**src/rtl/sidmap_pkg.sv**
```systemverilog
// Shared constants, types and helpers for the serial frame channel mapper.
// No dependencies; the controller, datapath, top level and testbench import this package.
package sidmap_pkg;

  localparam int MAX_FRAME   = 16;
  localparam int CHANNELS    = 256;
  localparam int START_BYTES = 4;

  localparam int FL_W    = $clog2(MAX_FRAME + 1);
  localparam int FIDX_W  = (MAX_FRAME > 1) ? $clog2(MAX_FRAME) : 1;
  localparam int CH_W    = $clog2(CHANNELS);
  localparam int CNT_W   = $clog2(CHANNELS + 1);
  localparam int KEY_W   = MAX_FRAME * 8;
  localparam int ENTRY_W = KEY_W + FL_W + 1;
  localparam int SB_N    = (START_BYTES < MAX_FRAME) ? START_BYTES : MAX_FRAME;

  localparam logic [7:0]  PRINT_LO   = 8'd32;
  localparam logic [7:0]  PRINT_HI   = 8'd126;
  localparam logic [7:0]  DOT_BYTE   = 8'h2E;
  localparam logic [15:0] HOLD_TIMED = 16'd50;

  localparam logic [31:0] START_PATTERN_RST = 32'h0000_0020;
  localparam logic [2:0]  START_LENGTH_RST  = 3'd1;
  localparam logic [4:0]  FRAME_LENGTH_RST  = 5'd11;
  localparam logic        KEY_MODE_RST      = 1'b1;
  localparam logic [15:0] HOLD_TIME_RST     = 16'd500;

  typedef enum logic [1:0] {
    CMD_BYTE  = 2'd0,
    CMD_TICK  = 2'd1,
    CMD_QUERY = 2'd2,
    CMD_NONE  = 2'd3
  } cmd_t;

  typedef enum logic [2:0] {
    KIND_NOTHING = 3'd0,
    KIND_KNOWN   = 3'd1,
    KIND_LEARNED = 3'd2,
    KIND_FULL    = 3'd3,
    KIND_STATUS  = 3'd4
  } kind_t;

  typedef enum logic [2:0] {
    REG_START_PATTERN = 3'd0,
    REG_START_LENGTH  = 3'd1,
    REG_FRAME_LENGTH  = 3'd2,
    REG_KEY_MODE      = 3'd3,
    REG_HOLD_TIME     = 3'd4
  } reg_idx_t;

  typedef struct packed {
    logic in_ready;
    logic take_item;
    logic shift_frame;
    logic make_key;
    logic search_step;
    logic hit_commit;
    logic learn;
    logic drop_full;
    logic sweep_step;
    logic load_out;
  } ctrl_cmd_t;

  typedef struct packed {
    logic in_valid;
    cmd_t in_cmd;
    logic hold_timed;
    logic frame_full;
    logic start_ok;
    logic search_hit;
    logic search_miss;
    logic table_full;
    logic sweep_done;
    logic out_free;
  } dp_status_t;

  function automatic logic [7:0] ch_to_out(input logic [CH_W-1:0] ch);
    logic [CH_W+7:0] t;
    t = {8'b0, ch};
    return t[7:0];
  endfunction

  function automatic logic [CH_W-1:0] q_to_ch(input logic [7:0] q);
    logic [CH_W+7:0] t;
    t = {{CH_W{1'b0}}, q};
    return t[CH_W-1:0];
  endfunction

endpackage

```
**src/rtl/sidmap_ctrl.sv**
```systemverilog
// Sequencing state machine of the mapper.
// Depends on sidmap_pkg; drives the datapath through ctrl_cmd_t only.
module sidmap_ctrl import sidmap_pkg::*; (
  input  logic       clk,
  input  logic       rst,
  input  dp_status_t sts,
  output ctrl_cmd_t  ctl
);
  typedef enum logic [4:0] {
    S_IDLE   = 5'b00001,
    S_CHECK  = 5'b00010,
    S_SEARCH = 5'b00100,
    S_SWEEP  = 5'b01000,
    S_DONE   = 5'b10000
  } state_t;

  state_t state, state_next;

  always_ff @(posedge clk) begin
    if (rst) begin
      state <= S_IDLE;
    end else begin
      state <= state_next;
    end
  end

  always_comb begin
    ctl = '0;
    state_next = state;
    case (state)
      S_IDLE: begin
        ctl.in_ready = 1'b1;
        if (sts.in_valid) begin
          ctl.take_item = 1'b1;
          case (sts.in_cmd)
            CMD_BYTE: state_next = S_CHECK;
            CMD_TICK: state_next = sts.hold_timed ? S_SWEEP : S_DONE;
            default:  state_next = S_DONE;
          endcase
        end
      end
      S_CHECK: begin
        if (!sts.frame_full) begin
          state_next = S_DONE;
        end else if (sts.start_ok) begin
          ctl.make_key = 1'b1;
          state_next = S_SEARCH;
        end else begin
          ctl.shift_frame = 1'b1;
          state_next = S_DONE;
        end
      end
      S_SEARCH: begin
        ctl.search_step = 1'b1;
        if (sts.search_hit) begin
          ctl.hit_commit = 1'b1;
          state_next = S_DONE;
        end else if (sts.search_miss) begin
          if (sts.table_full) begin
            ctl.drop_full = 1'b1;
          end else begin
            ctl.learn = 1'b1;
          end
          state_next = S_DONE;
        end
      end
      S_SWEEP: begin
        ctl.sweep_step = 1'b1;
        if (sts.sweep_done) begin
          state_next = S_DONE;
        end
      end
      S_DONE: begin
        if (sts.out_free) begin
          ctl.load_out = 1'b1;
          state_next = S_IDLE;
        end
      end
      default: state_next = S_IDLE;
    endcase
  end
endmodule

```
**config.mk**
```make
export PLATFORM = sky130hd
export DESIGN_NAME = sidmap_ctrl
export DESIGN_NICKNAME = d
export VERILOG_FILES = /design/src/rtl/sidmap_pkg.sv /design/src/rtl/sidmap_ctrl.sv
export SDC_FILE = /design/constraint.sdc
export NUM_CORES = 1
export LEC_CHECK = 0
export ABC_AREA = 1
export ABC_CLOCK_PERIOD_IN_PS = 1400
export BUFFER_PORTS_ARGS = -buffer_cell sky130_fd_sc_hd__buf_2
export CAP_MARGIN = 20
export CORE_AREA = 2 2 39 41
export CTS_CLUSTER_SIZE = 30
export DETAILED_ROUTE_END_ITERATION = 10
export DIE_AREA = 0 0 41 43
export PLACE_DENSITY = 0.59
export SYNTH_ARGS = -nofsm -noshare
export SYNTH_HDL_FRONTEND = slang
export SYNTH_SLANG_ARGS = --single-unit
export TNS_END_PERCENT = 10
```
**constraint.sdc**
```tcl
create_clock -name clk -period 1.4 [get_ports clk]
set_clock_uncertainty 0.05 [all_clocks]
set_input_delay 0 -clock clk [delete_from_list [all_inputs] [get_ports clk]]
set_output_delay 0 -clock clk [all_outputs]
set_load 0.01 [all_outputs]
```
# Word level (Yosys, flattened, before mapping)
# Cells that the tools add are included.
dict set report totals {
  regBits 5
  in_bits 13
  output_inout_bits 10
  elab_cells 38
}
dict set report classes {
  eq_ne 10
  mux 25
  reduce_logical 2
}
# op count
set op_table {}
lappend op_table {{2-to-1 mux 5 bit} 8}
lappend op_table {{case mux 5 bit (5 select lines)} 1}
lappend op_table {{2-to-1 mux 2 bit} 5}
lappend op_table {{case mux 5 bit (2 select lines)} 1}
lappend op_table {{2-to-1 mux 1 bit} 9}
lappend op_table {{inequality test 2 bit (second input constant)} 3}
lappend op_table {{== test 5 x 1 -> 1 bit (second input constant)} 1}
lappend op_table {{== test 5 x 2 -> 1 bit (second input constant)} 1}
lappend op_table {{== test 5 x 3 -> 1 bit (second input constant)} 1}
lappend op_table {{== test 5 x 4 -> 1 bit (second input constant)} 1}
lappend op_table {{== test 5 bit (second input constant)} 1}
lappend op_table {{2-to-1 mux 4 bit} 1}
lappend op_table {{AND reduction 4 bit} 1}
lappend op_table {{inequality test 3 bit (second input constant)} 1}
lappend op_table {{== test 2 x 1 -> 1 bit (second input constant)} 1}
lappend op_table {{zero test 2 bit} 1}

# Longest topological paths before layout
dict set report logic_depth {
  depth_word 4
  ltp_mapped 8
  mapped_depth_nobuf 8
}

# Worst setup path after synthesis
# No wires, ideal clock.
dict set report synth_path {
  path_kind {register to register}
  from {reg state[0]}
  to {reg state[3]}
  setup_time_ns 0.114
  t_arrival_ns 0.959
  required_ns 1.236
  setup_slack_ns 0.277
  stages_incl_launch_ff 7
  n_path_buf 0
  synth_period_minus_slack_ns 1.123
  cell_sequence {dfxtp_1 > nor2_1 > nand4_2 > nand2_1 > nor2_2 > nor2_1 > nor2_2}
}
dict set report synth_via {
  elab_chain_cells 3
  elab_cells_between_ends 11
  cone_classes {eq/ne (9); mux (1); reduce/logical (1)}
}
# element line_no
set synth_lines {}
lappend synth_lines {{start, declared} sidmap_ctrl.sv:17} ;# state_t state, state_next;
lappend synth_lines {{start signal, assigned} sidmap_ctrl.sv:23} ;# state <= state_next;
lappend synth_lines {{== test 5 x 3 -> 1 bit, or another cell as far along} sidmap_ctrl.sv:30} ;# case (state)
lappend synth_lines {{inequality test 3 bit (no source line) or inequality test 2 bit (tied branches)} -}
lappend synth_lines {{AND reduction 4 bit (no source line)} -}
# Parallel ways exist; a longest one is shown, timed or not.
# A chain may end at the register's enable or synchronous reset.

==> impl_results.md <==
- Drt wl/cell: 8.774 um
- Top post-synthesis cells by area: dfxtp_1, inv_1, nand2_1
- Global placer's final weighted congestion: 0.8301
- Total gr overflow: 0
- Regs by FF count: state x5
- Register area: 101.3 sq um
- Unrepaired setup endpoints after global routing: true
- Most frequent cells in the layout: buf_2, inv_1, nand2_1
- ANT cells: 0
- Initial Utilization: 30.11%
- Post-synthesis sequential element count: 5
- Core Box Area: 0.001384 sq mm
- First-pass GRT wire length: 1.531 mm
- R2R Path Start: state[0]
- Yosys top cell area share: 24.02%
- Synthesized instance count: 70
- Num CTS Buffers: 3
- Port Buffers: 22
- Yosys cell types: 17
- Worst-path maximum fanout: 4
- Largest net degree at the start of global routing: 7
- HP Start: sts[0]
- Slew headroom: 81.67%
- R2r worst-path depth: 7
- Max Transition Viols Final: 0
- Die X: 41 um
- Share of layout cells above drive strength 1: 41.41%
- Fillcell total: approximately 150
- Min cycle time layout: 1.326 ns
- Initial DRC Count: 12
- Yosys warns: 0
- # H-tree levels: 1
- Sequential share of the synthesized area: 24.02%
- Area of the multi-input gates: 269.0 sq um
- Pre-Repair DR Iteration Count: 4
- IO Pins: 23
- Leakage power: 0.3601 nW
- Crit start category: flip-flop
- Setup_tns: 0 ns
- Final nets: 113
- Max reg flops: 5
- Peak supply drop: ~0.67 mV
- Synth Cell Area: 416.7 sq um
- Via density: around 4.5
- TritonCTS clock tree: built
- # DRC: 0
- Avg Synthesized Cell Area: 5.952 sq um
- Final setup margin: 0.07379 ns
- Row count: 14
- Max Cap Viol: 0
- Area leader, netlist: dfxtp_1
- Final wirelength: just over 1 mm
- Commonest non-fill, non-tap cell in the layout: buf_2
- Hold path cells: 4
- Worst-Margin Slew: 0.2739 ns
- Max clock buf depth: 2
- Worst EP required: 1.35 ns
- # Post-CTS Setup Buffers: 0
- Die area: 0.001763 sq mm
- RR Endpoint: state[3]
- Endpoint, Worst Hold: state[4]
- Clk Latency, worst-skew pair: between 0.2 and 0.3 ns
- Vias in the first global route: 416
- Final hold violation count: 0
- CP arrival: 1.28 ns
- Crit end category: output port
- Gr usage total: around an eighth
- Chip height: 43 um
- Area grow syn2layout: 48.05%
- Final period util: 94.73%
- DR vias: 514
- Power Dens Cells: 1464 mW/mm^2
- Hold Path Class: input pin to flip-flop
- Status: complete, no violations
- Achievable clock frequency: 754.0 MHz
- Post-route ant nets: 0
- CP Class: flip-flop to output port
- Pre-CTS WS: 0.1436 ns
- Biggest register: state
- Antenna violations before repair: 0
- Synth Net Count: 83
- CTS root buf: clkbuf_4
- Detail Placement HPWL: 819.9 um
- Reg clk slew, reported paths: about 0.05 ns
- Final Setup Violations: 0
- R2R setup slack: roughly 0.12 ns
- Clock Sinks: 5
## synthesized netlist by cell type
| master | count |
|---|---|
| dfxtp_1 | 5 |
| nor2_4 | 1 |
| nand4_1 | 5 |
| nand3_1 | 4 |
| nor2_1 | 10 |
| inv_2 | 3 |
| inv_1 | 13 |
| nor2_2 | 5 |
| nor3b_1 | 2 |
| nand4_2 | 1 |
| nand3_2 | 1 |
| nor3_1 | 3 |
| a21oi_1 | 1 |
| o21ai_1 | 1 |
| o21ai_0 | 1 |
| a21oi_2 | 1 |
| nand2_1 | 13 |
## where the power goes
group | total, mW | leakage, nW | internal (mW) | switching, mW
clock network | 0.175 | 0.0150 | 0.108 | 0.0663
logic | 0.486 | 0.304 | 0.177 | 0.308
registers | 0.243 | 0.0414 | 0.185 | 0.0583
total | 0.903 | 0.360 | 0.470 | 0.433
## critical path, cell delays in order (launching register included)
cell and delay, ns:
dfxtp_1 0.35, nor3_2 0.25, nand2_2 0.10, nor3b_1 0.17, buf_2 0.16
## what timing repair did
action                                  in CTS  in global routing
pin swaps                                    0                  1
endpoints found under the setup margin       2                  4
resized for setup                            1                  3
gates cloned                                 0                  0
endpoints found under the hold margin        4                  0
hold buffers                                 3                  0
## worst max-delay path by stage
| stage | startpoint | to | slack, ns | depth (start not counted) |
|---|---|---|---|---|
| floorplan | state[0] | state[3] | 0.28 | 6 |
| global placement | state[1] | state[3] | 0.16 | 7 |
| detailed placement | state[1] | state[3] | 0.14 | 7 |
| CTS | state[1] | ctl[7] | 0.02 | 5 |
| global route | state[1] | ctl[2] | -0.01 | 4 |
| finish | state[0] | ctl[2] | 0.07 | 4 |
## kinds of logic after synthesis
| logic type | share of synthesized area, % |
|---|---|
| flip-flops | 24.02 |
| buffers and inverters | 14.41 |
| AND/OR/NAND/NOR | 55.86 |
| AO/OA/AOI/OAI | 5.703 |
## per-stage QoR
step	power [mW]	util (%)	hold slack, ns	instance area, sq um	std cells
final	0.9033	44.57	0.01899	616.8	115
after global routing	0.9787	44.57	0.03908	616.8	115
after CTS	0.9018	43.94	0.02338	608.1	115
after detailed placement	0.7083	39.51	0.1720	546.8	108
after global placement	0.7052	39.51	0.1670	546.8	108
after floorplan	0.5777	-	0.0002979	416.7	70
## per-layer routing
layer / track usage, % / up-vias / routed length [um]
met3: 3.141 / 2 / 76
met1: 15.81 / 210 / 453
li1: - / 278 / -
met2: 18.75 / 24 / 459
met4: 10.00 / 0 / 19
met5: 0 / - / 0
## area by class of cell
class / count / area share, %
tap: 16 / 3.245
timing repair buffer: 25 / 22.72
sequential: 5 / 16.43
multi-input combinational: 49 / 43.61
inverter: 16 / 9.736
clock buffer: 4 / 4.260
Note: power is estimated with default switching activity, not from simulation.
